## src/spvg_pkg.sv

```systemverilog
`timescale 1ns / 1ps
// ----------------------------------------------------------------------------
// spvg_pkg
// Shared types and constants of the sprite and playfield video generator.
// ----------------------------------------------------------------------------
package spvg_pkg;

    localparam logic [2:0] FUNC_TICK  = 3'd0;
    localparam logic [2:0] FUNC_WRITE = 3'd1;
    localparam logic [2:0] FUNC_READ  = 3'd2;
    localparam logic [2:0] FUNC_FIRE  = 3'd3;
    localparam logic [2:0] FUNC_CLRFR = 3'd4;

    localparam logic [5:0] A_VSYNC  = 6'h00;
    localparam logic [5:0] A_VBLANK = 6'h01;
    localparam logic [5:0] A_WSYNC  = 6'h02;
    localparam logic [5:0] A_RSYNC  = 6'h03;
    localparam logic [5:0] A_NUSIZ0 = 6'h04;
    localparam logic [5:0] A_NUSIZ1 = 6'h05;
    localparam logic [5:0] A_COLUP0 = 6'h06;
    localparam logic [5:0] A_COLUP1 = 6'h07;
    localparam logic [5:0] A_COLUPF = 6'h08;
    localparam logic [5:0] A_COLUBK = 6'h09;
    localparam logic [5:0] A_CTRLPF = 6'h0A;
    localparam logic [5:0] A_REFP0  = 6'h0B;
    localparam logic [5:0] A_REFP1  = 6'h0C;
    localparam logic [5:0] A_PF0    = 6'h0D;
    localparam logic [5:0] A_PF1    = 6'h0E;
    localparam logic [5:0] A_PF2    = 6'h0F;
    localparam logic [5:0] A_RESP0  = 6'h10;
    localparam logic [5:0] A_RESP1  = 6'h11;
    localparam logic [5:0] A_RESM0  = 6'h12;
    localparam logic [5:0] A_RESM1  = 6'h13;
    localparam logic [5:0] A_RESBL  = 6'h14;
    localparam logic [5:0] A_GRP0   = 6'h1B;
    localparam logic [5:0] A_GRP1   = 6'h1C;
    localparam logic [5:0] A_ENAM0  = 6'h1D;
    localparam logic [5:0] A_ENAM1  = 6'h1E;
    localparam logic [5:0] A_ENABL  = 6'h1F;
    localparam logic [5:0] A_HMP0   = 6'h20;
    localparam logic [5:0] A_HMP1   = 6'h21;
    localparam logic [5:0] A_HMM0   = 6'h22;
    localparam logic [5:0] A_HMM1   = 6'h23;
    localparam logic [5:0] A_HMBL   = 6'h24;
    localparam logic [5:0] A_VDELP0 = 6'h25;
    localparam logic [5:0] A_VDELP1 = 6'h26;
    localparam logic [5:0] A_VDELBL = 6'h27;
    localparam logic [5:0] A_RESMP0 = 6'h28;
    localparam logic [5:0] A_RESMP1 = 6'h29;
    localparam logic [5:0] A_HMOVE  = 6'h2A;
    localparam logic [5:0] A_HMCLR  = 6'h2B;
    localparam logic [5:0] A_CXCLR  = 6'h2C;

    localparam logic [3:0] R_INPT4 = 4'hC;
    localparam logic [3:0] R_INPT5 = 4'hD;

    localparam logic [7:0] SCREEN_W = 8'd160;
    localparam logic [7:0] HALF_W   = 8'd80;

    // Object and playfield state seen by the pixel path.
    typedef struct packed {
        logic [1:0][7:0] ppos;
        logic [1:0][7:0] mpos;
        logic [7:0]      bpos;
        logic [1:0][7:0] nusiz;
        logic [1:0][7:0] grp;
        logic [1:0][7:0] grp_d;
        logic [1:0]      refp;
        logic [1:0]      enam;
        logic            enabl;
        logic            enabl_d;
        logic [1:0]      vdelp;
        logic            vdelbl;
        logic [1:0]      resmp;
        logic [23:0]     pf;
        logic [7:0]      ctrlpf;
        logic [3:0][6:0] colu;
        logic            vblank;
    } spvg_obj_t;

    // (x + 160 - pos) style distance, both inputs below 256.
    function automatic logic [7:0] dist160(input logic [7:0] x, input logic [7:0] pos);
        logic [7:0] p;
        logic [8:0] s;
        begin
            p = (pos >= SCREEN_W) ? pos - SCREEN_W : pos;
            s = {1'b0, x} + {1'b0, SCREEN_W} - {1'b0, p};
            if (s >= {1'b0, SCREEN_W}) s = s - {1'b0, SCREEN_W};
            dist160 = s[7:0];
        end
    endfunction

    // Reduce a value below 320 modulo 160.
    function automatic logic [7:0] mod160(input logic [8:0] v);
        logic [8:0] r;
        begin
            r = (v >= {1'b0, SCREEN_W}) ? v - {1'b0, SCREEN_W} : v;
            mod160 = r[7:0];
        end
    endfunction

endpackage

```

## src/sprite_playfield_video_generator.sv

```systemverilog
`timescale 1ns / 1ps
// ----------------------------------------------------------------------------
// sprite_playfield_video_generator
// Video chip core: beam counters, register file and at most one pixel per tick item.
// ----------------------------------------------------------------------------
// The result of an accepted item is registered in the output register.
// Throughput: one item per cycle while the result is taken (m_tready high); the object
// decode and priority path between the state registers and the result register sets this figure.
// Reset: aresetn low clears every state register and the output valid flag.
module sprite_playfield_video_generator
    import spvg_pkg::*;
#(
    parameter int LINE_CLOCKS   = 228,
    parameter int HBLANK_CLOCKS = 68,
    parameter int VISIBLE_LINES = 192
) (
    input  logic        aclk,
    input  logic        aresetn,
    input  logic        s_tvalid,
    output logic        s_tready,
    // fields from bit 0: reg_addr[5:0], wr_data[13:6], fire_player[14], fire_pressed[15]
    input  logic [15:0] s_tdata,
    // func[2:0]
    input  logic [2:0]  s_tuser,
    output logic        m_tvalid,
    input  logic        m_tready,
    // fields from bit 0: pixel_valid[0], pixel_x[8:1], pixel_y[16:9], pixel_color[24:17],
    // rd_data[32:25], halted[33], frame_done[34]; zero fill above
    output logic [39:0] m_tdata
);

    localparam logic [7:0] LC  = 8'(LINE_CLOCKS);
    localparam logic [7:0] HB  = 8'(HBLANK_CLOCKS);
    localparam logic [7:0] VL  = 8'(VISIBLE_LINES);
    localparam logic [7:0] RSY = 8'(LINE_CLOCKS - 3);

    spvg_obj_t   obj_reg, obj_next;
    logic [3:0]  hm_reg [5];
    logic [3:0]  hm_next [5];
    logic [14:0] cx_reg, cx_next;
    logic [7:0]  col_reg, col_next, line_reg, line_next;
    logic        vsync_reg, vsync_next, wsync_reg, wsync_next;
    logic        hmb_reg, hmb_next, frame_reg, frame_next;
    logic [1:0]  fire_reg, fire_next;
    logic [39:0] out_reg, out_next;
    logic        ov_reg;

    logic [2:0]  func;
    logic [5:0]  addr;
    logic [7:0]  wd;
    logic        take;
    logic [7:0]  x;
    logic        vis;
    logic [14:0] hits;
    logic [6:0]  color;

    assign func     = s_tuser;
    assign addr     = s_tdata[5:0];
    assign wd       = s_tdata[13:6];
    assign s_tready = ~ov_reg | m_tready;
    assign take     = s_tvalid & s_tready;
    assign m_tvalid = ov_reg;
    assign m_tdata  = out_reg;
    assign x        = col_reg - HB;
    assign vis      = (col_reg >= HB) && (x < SCREEN_W) && (line_reg < VL);

    spvg_pixel u_pixel (.obj(obj_reg), .x(x), .hits(hits), .color(color));

    function automatic logic [7:0] moved(input logic [7:0] pos, input logic [3:0] n);
        logic [8:0] v;
        begin
            v = n[3] ? {1'b0, pos} + 9'(5'd16 - {1'b0, n})
                     : {1'b0, pos} + {1'b0, SCREEN_W} - {5'd0, n};
            moved = mod160(v);
        end
    endfunction

    logic       early;
    logic [7:0] resp, resm, rd, lum;
    logic [3:0] ra;
    logic [7:0] add;
    logic [8:0] l1;

    always_comb begin
        obj_next   = obj_reg;
        hm_next    = hm_reg;
        cx_next    = cx_reg;
        col_next   = col_reg;
        line_next  = line_reg;
        vsync_next = vsync_reg;
        wsync_next = wsync_reg;
        hmb_next   = hmb_reg;
        frame_next = frame_reg;
        fire_next  = fire_reg;
        rd         = 8'd0;
        early      = col_reg < HB;
        resp       = early ? 8'd3 : mod160({1'b0, x} + 9'd5);
        resm       = early ? 8'd2 : mod160({1'b0, x} + 9'd4);
        ra         = addr[3:0];
        add        = 8'd3;
        l1         = {1'b0, line_reg} + 9'd1;
        lum        = 8'd0;
        case (func)
            FUNC_TICK: begin
                if (vis) cx_next = cx_reg | hits;
                if (col_reg + 8'd1 >= LC || col_reg == 8'hFF) begin
                    col_next   = 8'd0;
                    wsync_next = 1'b0;
                    hmb_next   = 1'b0;
                    line_next  = (l1 >= {1'b0, VL}) ? 8'd0 : l1[7:0];
                end else begin
                    col_next = col_reg + 8'd1;
                end
            end
            FUNC_WRITE: begin
                case (addr)
                    A_VSYNC: begin
                        if (vsync_reg && !wd[1]) begin line_next = 8'd0; frame_next = 1'b1; end
                        vsync_next = wd[1];
                    end
                    A_VBLANK: obj_next.vblank = wd[1];
                    A_WSYNC:  wsync_next = 1'b1;
                    A_RSYNC:  col_next = RSY;
                    A_NUSIZ0: obj_next.nusiz[0] = wd;
                    A_NUSIZ1: obj_next.nusiz[1] = wd;
                    A_COLUP0: obj_next.colu[0] = wd[7:1];
                    A_COLUP1: obj_next.colu[1] = wd[7:1];
                    A_COLUPF: obj_next.colu[2] = wd[7:1];
                    A_COLUBK: obj_next.colu[3] = wd[7:1];
                    A_CTRLPF: obj_next.ctrlpf = wd;
                    A_REFP0:  obj_next.refp[0] = wd[3];
                    A_REFP1:  obj_next.refp[1] = wd[3];
                    A_PF0:    obj_next.pf[7:0] = wd;
                    A_PF1:    obj_next.pf[15:8] = wd;
                    A_PF2:    obj_next.pf[23:16] = wd;
                    A_RESP0:  obj_next.ppos[0] = resp;
                    A_RESP1:  obj_next.ppos[1] = resp;
                    A_RESM0:  obj_next.mpos[0] = resm;
                    A_RESM1:  obj_next.mpos[1] = resm;
                    A_RESBL:  obj_next.bpos = resm;
                    A_GRP0: begin
                        obj_next.grp[0]   = wd;
                        obj_next.grp_d[1] = obj_reg.grp[1];
                    end
                    A_GRP1: begin
                        obj_next.grp[1]   = wd;
                        obj_next.grp_d[0] = obj_reg.grp[0];
                        obj_next.enabl_d  = obj_reg.enabl;
                    end
                    A_ENAM0:  obj_next.enam[0] = wd[1];
                    A_ENAM1:  obj_next.enam[1] = wd[1];
                    A_ENABL:  obj_next.enabl = wd[1];
                    A_HMP0:   hm_next[0] = wd[7:4];
                    A_HMP1:   hm_next[1] = wd[7:4];
                    A_HMM0:   hm_next[2] = wd[7:4];
                    A_HMM1:   hm_next[3] = wd[7:4];
                    A_HMBL:   hm_next[4] = wd[7:4];
                    A_VDELP0: obj_next.vdelp[0] = wd[0];
                    A_VDELP1: obj_next.vdelp[1] = wd[0];
                    A_VDELBL: obj_next.vdelbl = wd[0];
                    A_RESMP0, A_RESMP1: begin
                        // Releasing the lock snaps the missile to its player's center.
                        if (obj_reg.resmp[addr[0]] && !wd[1]) begin
                            if (obj_reg.nusiz[addr[0]][2:0] == 3'd5) add = 8'd6;
                            else if (obj_reg.nusiz[addr[0]][2:0] == 3'd7) add = 8'd10;
                            obj_next.mpos[addr[0]] =
                                mod160({1'b0, obj_reg.ppos[addr[0]]} + {1'b0, add});
                        end
                        obj_next.resmp[addr[0]] = wd[1];
                    end
                    A_HMOVE: begin
                        obj_next.ppos[0] = moved(obj_reg.ppos[0], hm_reg[0]);
                        obj_next.ppos[1] = moved(obj_reg.ppos[1], hm_reg[1]);
                        obj_next.mpos[0] = moved(obj_reg.mpos[0], hm_reg[2]);
                        obj_next.mpos[1] = moved(obj_reg.mpos[1], hm_reg[3]);
                        obj_next.bpos    = moved(obj_reg.bpos, hm_reg[4]);
                        if (early) hmb_next = 1'b1;
                    end
                    A_HMCLR: for (int i = 0; i < 5; i++) hm_next[i] = 4'd0;
                    A_CXCLR: cx_next = 15'd0;
                    default: ;
                endcase
            end
            FUNC_READ: begin
                case (ra)
                    4'd0: rd = {cx_reg[0],  cx_reg[1],  6'd0};
                    4'd1: rd = {cx_reg[2],  cx_reg[3],  6'd0};
                    4'd2: rd = {cx_reg[4],  cx_reg[5],  6'd0};
                    4'd3: rd = {cx_reg[6],  cx_reg[7],  6'd0};
                    4'd4: rd = {cx_reg[8],  cx_reg[9],  6'd0};
                    4'd5: rd = {cx_reg[10], cx_reg[11], 6'd0};
                    4'd6: rd = {cx_reg[12], 7'd0};
                    4'd7: rd = {cx_reg[13], cx_reg[14], 6'd0};
                    R_INPT4: rd = {~fire_reg[0], 7'd0};
                    R_INPT5: rd = {~fire_reg[1], 7'd0};
                    default: rd = 8'd0;
                endcase
            end
            FUNC_FIRE:  fire_next[s_tdata[14]] = s_tdata[15];
            FUNC_CLRFR: frame_next = 1'b0;
            default: ;
        endcase
        if (func == FUNC_TICK && vis)
            lum = (hmb_reg && x < 8'd8) ? 8'd0 : {color, 1'b0};
        out_next = {5'd0, frame_next, wsync_next, rd, lum,
                    (func == FUNC_TICK && vis) ? line_reg : 8'd0,
                    (func == FUNC_TICK && vis) ? x : 8'd0,
                    func == FUNC_TICK && vis};
    end

    always_ff @(posedge aclk) begin
        if (!aresetn) begin
            obj_reg   <= '0;
            for (int i = 0; i < 5; i++) hm_reg[i] <= 4'd0;
            cx_reg    <= '0;
            col_reg   <= '0;
            line_reg  <= '0;
            vsync_reg <= 1'b0;
            wsync_reg <= 1'b0;
            hmb_reg   <= 1'b0;
            frame_reg <= 1'b0;
            fire_reg  <= '0;
            ov_reg    <= 1'b0;
        end else begin
            if (take) begin
                obj_reg   <= obj_next;
                hm_reg    <= hm_next;
                cx_reg    <= cx_next;
                col_reg   <= col_next;
                line_reg  <= line_next;
                vsync_reg <= vsync_next;
                wsync_reg <= wsync_next;
                hmb_reg   <= hmb_next;
                frame_reg <= frame_next;
                fire_reg  <= fire_next;
                out_reg   <= out_next;
                ov_reg    <= 1'b1;
            end else if (m_tready) begin
                ov_reg <= 1'b0;
            end
        end
    end

    a_hold: assert property (@(posedge aclk) disable iff (!aresetn)
        m_tvalid && !m_tready |=> m_tvalid && $stable(m_tdata)) else $error("result lost");
    a_col: assert property (@(posedge aclk) disable iff (!aresetn)
        col_reg < LC || col_reg == RSY) else $error("column out of range");
    a_pix: assert property (@(posedge aclk) disable iff (!aresetn)
        m_tvalid && m_tdata[0] |-> m_tdata[8:1] < SCREEN_W && !m_tdata[17])
        else $error("bad pixel");

endmodule

```

## src/spvg_pixel.sv

```systemverilog
`timescale 1ns / 1ps
// ----------------------------------------------------------------------------
// spvg_pixel
// Combinational object decode, collision hits and colour priority for one column.
// ----------------------------------------------------------------------------
module spvg_pixel
    import spvg_pkg::*;
(
    input  spvg_obj_t   obj,
    input  logic [7:0]  x,
    output logic [14:0] hits,
    output logic [6:0]  color
);

    logic [1:0] p_on, m_on;
    logic       bl_on, pf_on;

    function automatic logic player_bit(input logic [7:0] d, input logic [2:0] mode,
                                        input logic [7:0] g, input logic refl);
        logic [2:0] b;
        logic       hit;
        logic [7:0] r;
        begin
            hit = 1'b0;
            b   = 3'd0;
            case (mode)
                3'd5: begin hit = d < 8'd16; r = d >> 1; b = r[2:0]; end
                3'd7: begin hit = d < 8'd32; r = d >> 2; b = r[2:0]; end
                default: begin
                    if (d < 8'd8) begin hit = 1'b1; b = d[2:0]; end
                    else if ((mode == 3'd1 || mode == 3'd3) && d >= 8'd16 && d < 8'd24) begin
                        hit = 1'b1; r = d - 8'd16; b = r[2:0];
                    end else if ((mode == 3'd2 || mode == 3'd3 || mode == 3'd6)
                                 && d >= 8'd32 && d < 8'd40) begin
                        hit = 1'b1; r = d - 8'd32; b = r[2:0];
                    end else if ((mode == 3'd4 || mode == 3'd6) && d >= 8'd64 && d < 8'd72) begin
                        hit = 1'b1; r = d - 8'd64; b = r[2:0];
                    end
                end
            endcase
            player_bit = hit & g[refl ? b : 3'd7 - b];
        end
    endfunction

    function automatic logic missile_bit(input logic [7:0] d, input logic [2:0] mode,
                                         input logic [1:0] wsel);
        logic [7:0] w;
        logic       hit;
        begin
            w   = 8'd1 << wsel;
            hit = d < w;
            if ((mode == 3'd1 || mode == 3'd3) && d >= 8'd16 && (d - 8'd16) < w) hit = 1'b1;
            if ((mode == 3'd2 || mode == 3'd3 || mode == 3'd6) && d >= 8'd32
                && (d - 8'd32) < w) hit = 1'b1;
            if ((mode == 3'd4 || mode == 3'd6) && d >= 8'd64 && (d - 8'd64) < w) hit = 1'b1;
            missile_bit = hit;
        end
    endfunction

    logic [5:0] pfi;
    logic [7:0] bw;
    logic [6:0] pfc;
    logic       pri, score;

    always_comb begin
        for (int n = 0; n < 2; n++) begin
            p_on[n] = player_bit(dist160(x, obj.ppos[n]), obj.nusiz[n][2:0],
                                 obj.vdelp[n] ? obj.grp_d[n] : obj.grp[n], obj.refp[n]);
            m_on[n] = obj.enam[n] & ~obj.resmp[n]
                    & missile_bit(dist160(x, obj.mpos[n]), obj.nusiz[n][2:0],
                                  obj.nusiz[n][5:4]);
        end
        bw    = 8'd1 << obj.ctrlpf[5:4];
        bl_on = (obj.vdelbl ? obj.enabl_d : obj.enabl) && (dist160(x, obj.bpos) < bw);
        pfi = x[7:2];
        if (pfi >= 6'd20) pfi = obj.ctrlpf[0] ? 6'd39 - pfi : pfi - 6'd20;
        if (pfi < 6'd4)       pf_on = obj.pf[4 + pfi[1:0]];
        else if (pfi < 6'd12) pf_on = obj.pf[8 + (5'd7 - 5'(pfi - 6'd4))];
        else                  pf_on = obj.pf[16 + 5'(pfi - 6'd12)];

        hits = {m_on[0] & m_on[1], p_on[0] & p_on[1], bl_on & pf_on,
                m_on[1] & bl_on, m_on[1] & pf_on, m_on[0] & bl_on, m_on[0] & pf_on,
                p_on[1] & bl_on, p_on[1] & pf_on, p_on[0] & bl_on, p_on[0] & pf_on,
                m_on[1] & p_on[1], m_on[1] & p_on[0], m_on[0] & p_on[0], m_on[0] & p_on[1]};

        pri   = obj.ctrlpf[2];
        score = obj.ctrlpf[1] & ~pri;
        pfc   = score ? obj.colu[(x >= HALF_W) ? 1 : 0] : obj.colu[2];
        if (obj.vblank) color = 7'd0;
        else if (pri) begin
            if (pf_on | bl_on)          color = pfc;
            else if (p_on[0] | m_on[0]) color = obj.colu[0];
            else if (p_on[1] | m_on[1]) color = obj.colu[1];
            else                        color = obj.colu[3];
        end else begin
            if (p_on[0] | m_on[0])      color = obj.colu[0];
            else if (p_on[1] | m_on[1]) color = obj.colu[1];
            else if (pf_on | bl_on)     color = pfc;
            else                        color = obj.colu[3];
        end
    end

endmodule

```

## config.mk

```make
export PLATFORM = sky130hd
export DESIGN_NAME = sprite_playfield_video_generator
export DESIGN_NICKNAME = d
export VERILOG_FILES = /design/src/spvg_pkg.sv /design/src/sprite_playfield_video_generator.sv /design/src/spvg_pixel.sv
export SDC_FILE = /design/constraint.sdc
export NUM_CORES = 1
export LEC_CHECK = 0
export BUFFER_PORTS_ARGS = -buffer_cell sky130_fd_sc_hd__clkbuf_2
export CAP_MARGIN = 20
export CORE_ASPECT_RATIO = 0.7
export CORE_UTILIZATION = 30
export CTS_CLUSTER_DIAMETER = 50
export DETAILED_ROUTE_END_ITERATION = 10
export PLACE_DENSITY = 0.53
export SYNTH_ARGS = -nofsm -noshare
export SYNTH_HDL_FRONTEND = slang
export SYNTH_SLANG_ARGS = --single-unit
```

## constraint.sdc

```tcl
create_clock -name aclk -period 13.75 [get_ports aclk]
set_input_delay 2.0625 -clock aclk [delete_from_list [all_inputs] [get_ports aclk]]
set_output_delay 2.0625 -clock aclk [all_outputs]
set_load 0.02 [all_outputs]
```

# == Word level (Yosys, flattened, before mapping) ==
# Cells that the tools add are included.
# totals
reg_bits,247
latch_bits,0
ramBits,0
romBits,0
in_bits,23
output_inout_bits,42
word_cells,543
memories,0
# op_classes
n_addsub,72
multipliers,0
div_mod_pow,0
magnitude_cmp,72
n_eq_ne,77
shift,3
muxes,137
bitwise,35
n_reduce_logical,99
# op_table
operator,count
8-bit two-way mux,35
"8-bit subtractor, second input constant",18
"9-bit by 8-bit >= comparator with 1-bit output, second input constant",14
"32-bit by 6-bit < comparator with 1-bit output, second input constant",3
3-bit AND reduction,32
8-bit case mux with 10 select lines,1
8-bit case mux with 2 select lines,5
"6-bit equality test, second input constant",13
8-bit < comparator,9
7-bit two-way mux,10
"6-bit by 5-bit equality test with 1-bit output, second input constant",10
"8-bit by 8-bit adder with 9-bit output, second input constant",6
"6-bit by 4-bit equality test with 1-bit output, second input constant",8
"8-bit by 7-bit >= comparator with 1-bit output, second input constant",6
"8-bit >= comparator, second input constant",6
8-bit case mux with 3 select lines,2
8-bit by 9-bit adder with 9-bit output,5
9-bit two-way mux,5
9-bit by 4-bit subtractor with 9-bit output,5
9-bit by 8-bit subtractor with 9-bit output,5
4-bit case mux with 2 select lines,5
1-bit two-way mux,36
3-bit two-way mux,12
"3-bit equality test, second input constant",11
76 further kinds,233

# == Depth between registers and ports, before layout ==
# Gate-level depths: netlist of the first run.
# logic_depth
depth_word,23
ltp_mapped,27
depth_no_buf,25

# == Cells and area by module ==
# A second synthesis of the first run with hierarchy kept.
# hier_totals
cells_unflattened,2615
area_unflattened_um2,20918.8
# by_module_without_submodules
mod,n_inst,cells_each,area_per_inst_um2,seq_area_each_um2
sprite_playfield_video_generator,1,1852,15521.1,5205.0
spvg_pixel,1,763,5397.7,0.0

# == Worst setup path after synthesis of the first run ==
# OpenSTA, ideal clock, no wires.
# synth_timing
path_kind,register to register
startpoint,reg col_reg[2]
endpoint,"reg out_reg[18] (netlist: m_tdata[18]), data pin"
setup_time_ns,0.157
arrival_ns,6.717
t_required_ns,13.593
path_slack_ns,6.876
path_stages_with_launch,27
path_buffers,3
synth_period_minus_slack_ns,6.874
cell_sequence,dfxtp_1 > buf_6 > inv_1 > ha_1 > nor3b_1 > xnor2_1 > clkinv_1 > ha_1 > inv_1 > xnor3_1 > ha_1 > nand3_1 > o41a_1 > or4_1 > o221ai_2 > xnor2_1 > o21bai_1 > o31ai_4 > xnor2_1 > mux4_1 > a22oi_2 > a31oi_4 > nand2b_4 > buf_6 > or4_4 > buf_6 > o221ai_2
# synth_via
elab_chain_cells,23
word_cells_on_any_way,176
cone_classes,34 x add/sub; 45 x order compare; 59 x mux; 8 x bitwise; 30 x reduce/logical
# synth_lines
element,line_no,text
from (decl),sprite_playfield_video_generator.sv:41,"logic [7:0] col_reg, col_next, line_reg, line_next;"
from (signal assigned),sprite_playfield_video_generator.sv:229,col_reg <= col_next;
8-bit by 7-bit subtractor with 8-bit output *,sprite_playfield_video_generator.sv:64,assign x = col_reg - HB;
net u_pixel.x[2],spvg_pixel.sv:10,"input logic [7:0] x,"
8-bit by 8-bit adder with 9-bit output,spvg_pkg.sv:87,"s = {1'b0, x} + {1'b0, SCREEN_W} - {1'b0, p};"
9-bit by 8-bit subtractor with 9-bit output,spvg_pkg.sv:87,
8-bit subtractor / 9-bit by 8-bit >= comparator with 1-bit output (equally long branches),spvg_pkg.sv:88,"if (s >= {1'b0, SCREEN_W}) s = s - {1'b0, SCREEN_W};"
8-bit two-way mux,spvg_pkg.sv:88,
8-bit by 7-bit >= comparator with 1-bit output,spvg_pixel.sv:36,end else if ((mode == 3'd4 || mode == 3'd6) && d >= 8'd64 && d < 8'd72) begin
1-bit logical AND (2 in a row),spvg_pixel.sv:36,
[7 not listed],n/a,
1-bit binary-select mux with 3-bit select,spvg_pixel.sv:41,player_bit = hit & g[refl ? b : 3'd7 - b];
1-bit two-way mux,spvg_pixel.sv:41,
1-bit AND,spvg_pixel.sv:41,
1-bit bitwise OR,"spvg_pixel.sv:93, spvg_pixel.sv:97",
7-bit two-way mux,spvg_pixel.sv:93,else if (p_on[1] | m_on[1]) color = obj.colu[1];
7-bit two-way mux,spvg_pixel.sv:92,else if (p_on[0] | m_on[0]) color = obj.colu[0];
7-bit two-way mux,spvg_pixel.sv:91,if (pf_on | bl_on) color = pfc;
7-bit two-way mux,spvg_pixel.sv:90,else if (pri) begin
to (signal assigned),sprite_playfield_video_generator.sv:236,out_reg <= out_next;
to (decl),sprite_playfield_video_generator.sv:45,"logic [39:0] out_reg, out_next;"
# Mark *: on every way through the listed nets, which the timed path passes. The rest lies on a longest branch. The select of a mux whose other input is x is not followed.
# A chain may end at the register's enable or synchronous reset.

# == Worst setup path in the final report of the first run ==
# layout_timing
startpoint,reg col_reg[2]
endpoint,"reg out_reg[24] (netlist: m_tdata[24]), data pin"
# Same word-level chain as after synthesis.

==> results of run 1 <==
==> cell families (layout without fill, tap and decap cells) <==
family / after synthesis / count (layout) / share of synthesized area, %
buffers and inverters: 272 / 308 / 5.58
xor gates and xnor gates: 143 / 143 / 6.48
muxes: 170 / 170 / 9.61
AOI/OAI and AO/OA: 627 / 627 / 20.2
other: 1 / 12 / 0.0189
and+or+nand+nor: 817 / 817 / 19.0
DFF: 237 / 237 / 25.3
adders and majority gates: 211 / 211 / 13.8
==> per-layer routing <==
layer | track usage [%] | wire length (um) | up-vias
met4 | 2.76 | 924 | 0
met5 | 0 | 0 | -
met3 | 3.45 | 5950 | 72
li1 | - | - | 8813
met2 | 26.4 | 25800 | 673
met1 | 31.6 | 34400 | 8827
==> per-stage QoR <==
| step | worst slack [ns] | instances | power [mW] | area [um^2] |
|---|---|---|---|---|
| floorplan | 6.88 | 2489 | 0.844 | 19900 |
| global placement | 5.96 | 3345 | 0.891 | 21000 |
| detailed placement | 5.71 | 3345 | 0.896 | 21000 |
| CTS | 5.69 | 3402 | 1.76 | 22100 |
| global route | 4.79 | 3405 | 1.80 | 22100 |
| finish | 5.43 | 3405 | 1.75 | 22100 |
==> worst max-delay path, cell delays in order (launching register included) <==
cell,delay [ns]
dfxtp_1,0.82
inv_1,0.58
ha_1,0.47
nor2b_1,0.16
o22a_1,0.20
or3_1,0.40
nand2_1,0.27
ha_1,0.35
nor3b_1,0.17
a31oi_1,0.14
o21ai_0,0.10
a311oi_1,0.71
ha_1,0.40
o31ai_1,0.10
a211oi_1,0.42
mux2_2,0.46
a2111oi_0,0.37
a31oi_1,0.08
o2111a_1,0.15
o31ai_1,0.35
o22ai_1,0.30
o31ai_1,0.83
nand3_1,0.19
o221ai_2,0.10
==> where the power goes <==
part	switching [mW]	internal (mW)
logic	0.122	0.0558
registers	0.00363	0.704
clock network	0.350	0.512
total	0.475	1.27
==> path summary, 6_finish.rpt <==
path	start	end	cells past startpoint
setup / recovery	col_reg[2]	m_tdata[24]	23
hold / removal	obj_reg[80]	obj_reg[80]	2
setup reg to reg	col_reg[2]	m_tdata[24]	23
hold reg to reg	obj_reg[80]	obj_reg[80]	2
==> area by class of cell <==
cell class / instances / area [um^2]
Fill cell: 6799 / 43000
Multi-Input combinational cell: 1980 / 13800
Sequential cell: 237 / 5020
Tap cell: 880 / 1100
Clock buffer: 39 / 867
Inverter: 169 / 639
Timing Repair Buffer: 82 / 489
Clock inverter: 18 / 225
==> synth_stat cells, types with 56 or more instances <==
cell,instances,area [um^2]
nand3_1,56,280
xnor2_1,119,1040
nand2_1,216,811
nor2_1,301,1130
clkbuf_1,75,282
mux2i_1,145,1450
nor3_1,57,285
inv_1,164,616
o21ai_0,150,751
ha_1,194,2430
a21oi_1,200,1000
dfxtp_1,209,4180
==> reports/results.md, run 1 <==
| Step | Parameter | Value |
|---|---|---|
| worst setup path | Required time of the worst setup path | 14.19 ns |
| grt | Total global routing track utilization | 19.5% |
| drt | ANT nets after route | 0 |
| placement | Total of buffers placed on input and output ports | 52 |
| cells and area | Most used cells in the layout excluding fill and tap cells | nor2_1 (300), nand2_1 (216), dfxtp_1 (209) |
| yosys | Syn Std Cell Area | 19,900 um^2 |
| timing | Count of endpoints failing hold in the final timing report | 0 |
| run | Max-capacitance violation count | 0 |
| worst setup path | Startpoint types | flop |
| drt | Number of remaining DRC errors | 0 |
| floorplan | Total die area | 67,300 um^2 |
| clock tree | Number of instances resized during post-cts repair | 0 |
| floorplan | Number of cell rows | 78 |
| drt | First-pass iteration count of the detailed router | 6 |
| clock tree | H-tree depth reported by CTS | 1 |
| cells and area | Fraction of the core area covered by cells at the end of the flow | 34.0% |
| grt | Total gr overflow | 0 |
| yosys | Most used DFF post-synth | dfxtp_1 |
| timing | Measured slew at the worst slew-check pin | 1.13 ns |
| clock tree | Hold Buf Count CTS | 0 |
| cells and area | Number of inserted diodes | 0 |
| yosys | Number of enable flip-flop cells after synthesis | 28 |
| clock tree | Clk buf depth | 3 |
| clock tree | CTS tree | built |
| worst setup path | Start-to-end type of the worst setup path | flop to flop |
| drt | Vias post-DR | 18,400 |
| floorplan | Total I/O pin count | 65 |
| grt | Number of global-route vias before repair | 16,900 |
| worst setup path | FF-to-FF setup slack | 5.43 ns |
| yosys | Post-synthesis cell type count | 101 |
| timing | Skew final | 0.0347 ns |
| placement | Last weighted congestion value of the routability-driven placer | 1.03 |
| clock tree | Number of buffers created by CTS | 31 |
| outcome | Status | finished, final reports clean |
| power and ir drop | Pwr Density | 78.9 nW/um^2 |
| clock tree | # clock sinks | 237 |
| grt | Maximum number of pins on one net before global-route repair | 101 |
| cells and area | Number of flip-flops under the largest register name | 151 |
| worst setup path | Arr. time, crit path | 8.76 ns |
| yosys | Cells after Synth | 2,478 |
| power and ir drop | Maximum resistive drop on vdd | 107 uV |
| timing | Setup TNS Final | 0 ns |
| cells and area | Layout cells sized above 1 | 7.96% |
| drt | Routed wire length per instance | 19.7 um |
| yosys | Mean cell area of the mapped netlist | 8.02 um^2 |
| clock tree | Post-CTS Setup Repair Bufs | 0 |
| clock tree | Clock slew seen by the registers of the worst setup and hold paths | 0.06 ns |
| grt | Global-route wire length before repair | 102,000 um |
| cells and area | Most frequent standard cell in the layout excluding fill and tap cells | nor2_1 |
| cells and area | Number of nets in the layout | 2,733 |
| floorplan | Core region area | 65,100 um^2 |
| grt | Initial antenna violation count | 1 |
| yosys | Seq cells post-synth | 237 |
| timing | Worst slew margin relative to its limit | 24.7% |
| floorplan | Width of the die | 310 um |
| floorplan | Die height | 217 um |
| power and ir drop | Cell leakage power | 8.35 nW |
| yosys | Warnings from Yosys | 0 |
| timing | Max Clk Rate | 120 MHz |
| worst setup path | Capturing element type of the critical path | flop |
| placement | Detailed-placement wirelength estimate | 52,400 um |
| cells and area | Signed area change from the synthesized netlist to the final layout | 11.4% |
| timing | Final period util | 60.5% |
| timing | Time the final worst path needs with I/O delays and setup | 8.32 ns |
| drt | Via-to-Cell Ratio | 5.40 |
| yosys | Sequential fraction of the synthesis area | 25.3% |
| clock tree | Clk_lat worst skew | 0.60 ns |
| worst hold path | Path class of the lowest-slack min-delay path | flop to flop |
| timing | RSZ-0062 raised after global routing | false |
| worst setup path | Max FO, Critical Path | 20 |
| yosys | Share of flip-flops with an asynchronous set or reset after synthesis | 0% |
| clock tree | Root buffer selected by CTS | clkbuf_16 |
| timing | Setup Viol. Count Final | 0 |
| timing | Worst-case hold slack | 0.455 ns |
| drt | Violation count after the first detailed-route iteration | 1,751 |
| drt | Total Routed Length | 67,000 um |
| timing | Max Slew Vio Count | 0 |
| floorplan | Starting density of the core | 30.5% |
Note: power is estimated with default switching activity, not from simulation.
==> inputs of run 2 (changes only) <==
Settings changed: ABC_AREA set to 1.
Clock period 13.75 ns to 8.6 ns, I/O delays scaled along.
==> reports/results.md, run 2 <==
| Step | Parameter | Value | vs previous |
|---|---|---|---|
| yosys | Synth top area cells | dfxtp_1 (21%), ha_1 (12%), inv_1 (9.0%) | was dfxtp_1 (21%), ha_1 (12%), mux2i_1 (7.3%) |
| drt | Total Routed Length | 64,600 um | was 67,000 um |
| drt | Violation count after the first detailed-route iteration | 1,750 | was 1,751 |
| placement | Detailed-placement wirelength estimate | 50,200 um | was 52,400 um |
| yosys | Leading area contributor after synthesis | dfxtp_1 | unchanged |
| clock tree | # clock sinks | 237 | unchanged |
| placement | Total instance count after detailed placement | 3,718 | was 3,345 |
| floorplan | Starting density of the core | 30.6% | was 30.5% |
| yosys | Number of enable flip-flop cells after synthesis | 28 | unchanged |
| drt | First-pass iteration count of the detailed router | 6 | unchanged |
| timing | Max Clk Rate | 158 MHz | was 120 MHz |
| clock tree | Hold Buf Count CTS | 0 | unchanged |
| yosys | Mean cell area of the mapped netlist | 6.81 um^2 | was 8.02 um^2 |
| timing | Max Slew Vio Count | 0 | unchanged |
| drt | Number of remaining DRC errors | 0 | unchanged |
| cells and area | Most frequent standard cell in the layout excluding fill and tap cells | inv_1 | was nor2_1 |
| clock tree | Number of buffers created by CTS | 28 | was 31 |
| clock tree | CTS tree | built | unchanged |
| grt | Total gr overflow | 0 | unchanged |
| worst setup path | Cell with the largest stage delay on the worst path | dfxtp_1 | was o31ai_1 |
| grt | Number of global-route vias before repair | 16,500 | was 16,900 |
| clock tree | Number of instances resized during post-cts repair | 0 | unchanged |
| timing | Measured slew at the worst slew-check pin | 1.22 ns | was 1.13 ns |
| floorplan | Number of cell rows | 77 | was 78 |
| timing | Worst slew margin relative to its limit | 18.3% | was 24.7% |
| placement | Last weighted congestion value of the routability-driven placer | 0.927 | was 1.03 |
| yosys | Post-synthesis cell type count | 69 | was 101 |
| yosys | Proportion of netlist area held by the largest area contributor | 21.5% | was 21.1% |
| cells and area | Number of flip-flops under the largest register name | 151 | unchanged |
| yosys | Seq cells post-synth | 237 | unchanged |
| run | Max-capacitance violation count | 0 | unchanged |
| grt | Global-route wire length before repair | 99,000 um | was 102,000 um |
| timing | Time the final worst path needs with I/O delays and setup | 6.35 ns | was 8.32 ns |
| timing | Skew final | 0.0248 ns | was 0.0347 ns |
| yosys | Most instantiated library cell after synthesis | inv_1 | was nor2_1 |
| timing | Final period util | 73.8% | was 60.5% |
| worst setup path | Crit path buf inv count | 7 | was 1 |
| drt | ANT nets after route | 0 | unchanged |
| timing | Count of endpoints failing hold in the final timing report | 0 | unchanged |
| yosys | Cells after Synth | 2,857 | was 2,478 |
| floorplan | Die height | 215 um | was 217 um |
| worst hold path | Path class of the lowest-slack min-delay path | flop to flop | unchanged |
| floorplan | Total die area | 65,900 um^2 | was 67,300 um^2 |
| clock tree | Clk_lat worst skew | 0.58 ns | was 0.60 ns |
| cells and area | Signed area change from the synthesized netlist to the final layout | 10.5% | was 11.4% |
| clock tree | H-tree depth reported by CTS | 1 | unchanged |
| cells and area | Number of nets in the layout | 3,112 | was 2,733 |
| worst setup path | Arr. time, crit path | 6.63 ns | was 8.76 ns |
| grt | Total global routing track utilization | 19.1% | was 19.5% |
| floorplan | Width of the die | 306 um | was 310 um |
| power and ir drop | Pwr Density | 125 nW/um^2 | was 78.9 nW/um^2 |
| floorplan | Total I/O pin count | 65 | unchanged |
| yosys | Share of flip-flops with an asynchronous set or reset after synthesis | 0% | unchanged |
| outcome | Status | finished, final reports clean | unchanged |
| cells and area | Layout cells sized above 1 | 6.79% | was 7.96% |
| yosys | Warnings from Yosys | 0 | unchanged |
| worst setup path | Dominant delay contributor by cell family on the critical path | simple AND/OR/NAND/NOR gates | was compound AO/OA/AOI/OAI gates |
| drt | Routed wire length per instance | 17.1 um | was 19.7 um |
| worst setup path | Capturing element type of the critical path | flop | unchanged |
| worst setup path | Most numerous cell on the critical path | nand2_1 |  |
| clock tree | Clk buf depth | 3 | unchanged |
| worst setup path | Start-to-end type of the worst setup path | flop to flop | unchanged |
| timing | Setup TNS Final | 0 ns | unchanged |
| placement | Total of buffers placed on input and output ports | 52 | unchanged |
| cells and area | Filler Cell Count | 6,914 | was 6,799 |
| floorplan | Core region area | 63,700 um^2 | was 65,100 um^2 |
| worst setup path | Max FO, Critical Path | 14 | was 20 |
| grt | Maximum number of pins on one net before global-route repair | 95 | was 101 |
| drt | Via-to-Cell Ratio | 5.00 | was 5.40 |
| clock tree | Post-CTS Setup Repair Bufs | 0 | unchanged |
| timing | Setup Viol. Count Final | 0 | unchanged |
| cells and area | Count of placed standard cells in the final layout, fillers left out | 3,772 | was 3,405 |
| clock tree | Root buffer selected by CTS | clkbuf_16 | unchanged |
| timing | RSZ-0062 raised after global routing | false | unchanged |
| grt | Initial antenna violation count | 7 | was 1 |
| cells and area | Sequential standard cell area | 5020 um^2 | unchanged |
| yosys | Syn Std Cell Area | 19,500 um^2 | was 19,900 um^2 |
| power and ir drop | Maximum resistive drop on vdd | 130 uV | was 107 uV |
| worst setup path | Startpoint types | flop | unchanged |
| clock tree | Clock slew seen by the registers of the worst setup and hold paths | 0.06 ns | about the same |
| drt | Vias post-DR | 18,900 | was 18,400 |
| worst setup path | Largest stage delay, worst path | 0.61 ns | was 0.83 ns |
| worst setup path | Required time of the worst setup path | 8.89 ns | was 14.19 ns |
| cells and area | Most used cells in the layout excluding fill and tap cells | inv_1 (464), nand2_1 (411), o21ai_0 (291) | was nor2_1 (300), nand2_1 (216), dfxtp_1 (209) |
| yosys | Post-synth top cells | inv_1 (465), nand2_1 (411), o21ai_0 (291), nor2_1 (274), a21oi_1 (270) | was nor2_1 (301), nand2_1 (216), dfxtp_1 (209), a21oi_1 (200), ha_1 (194) |
| yosys | Sequential fraction of the synthesis area | 25.8% | was 25.3% |
| yosys | Most used DFF post-synth | dfxtp_1 | unchanged |
| cells and area | Combined area of the multi-input logic cells | 12,200 um^2 | was 13,800 um^2 |
| power and ir drop | Cell leakage power | 9.24 nW | was 8.35 nW |
## run 2: cell type report
cell class,instances,share of cell area [%]
inverter,486,8.48
clock inverter,12,0.744
antenna,1,0.0116
clock buffer,40,3.57
sequential,237,23.4
multi-input combinational,2056,56.9
timing repair buffer,71,1.88
tap,869,5.05
## run 2: layer usage
metal  wire length [um]  track usage (%)  vias up
met5                 26                0        -
met4                741             2.53        4
met3               5830             4.14       45
met2              23200             24.4      614
met1              34800             31.7     8643
li1                   -                -     9550
## run 2: metrics by stage
| stage | instance area, um^2 | hold slack (ns) | total power [mW] | utilization, % | worst slack, ns |
|---|---|---|---|---|---|
| finish | 21500 | 0.454 | 2.68 | 33.8 | 2.25 |
| global route | 21500 | 0.466 | 2.78 | 33.8 | 1.76 |
| CTS | 21500 | 0.456 | 2.70 | 33.8 | 2.36 |
| detailed placement | 20600 | 0.447 | 1.46 | 32.3 | 2.43 |
| global placement | 20600 | 0.443 | 1.46 | 32.3 | 2.54 |
| floorplan | 19500 | 0.425 | 1.37 | - | 3.57 |
## run 2: logic make-up (layout without fill, tap and decap cells)
| logic type | after synthesis | count (layout) | share of synthesized area, % |
|---|---|---|---|
| multiplexers | 5 | 5 | 0.257 |
| adder cells (fa/ha/maj) | 209 | 209 | 14.0 |
| AO/OA/AOI/OAI | 756 | 756 | 21.8 |
| XOR/XNOR | 94 | 94 | 4.46 |
| other | 1 | 13 | 0.0193 |
| AND/OR/NAND/NOR | 980 | 980 | 22.1 |
| buffers and inverters | 575 | 609 | 11.6 |
| flip-flops | 237 | 237 | 25.8 |
## run 2: worst register-to-register path: cells and delay by family (launching register included)
kind,cells,cell delay (ns)
AOI/OAI and AO/OA,3,0.38
xor gates and xnor gates,1,0.36
adders and majority gates,3,0.92
buffers and inverters,7,1.14
DFF,1,0.61
and+or+nand+nor,20,2.69
## run 2: worst paths after layout
path,slack [ns],to,depth (start not counted),startpoint
max,2.25,m_tdata[22],34,col_reg[2]
min,0.45,obj_reg[24],2,obj_reg[24]
max reg2reg,2.25,m_tdata[22],34,col_reg[2]
min reg2reg,0.45,obj_reg[24],2,obj_reg[24]
## run 2: power breakdown
part	switching (mW)	internal, mW
Sequential	0.00623	1.13
Combinational	0.224	0.0895
Clock	0.521	0.715
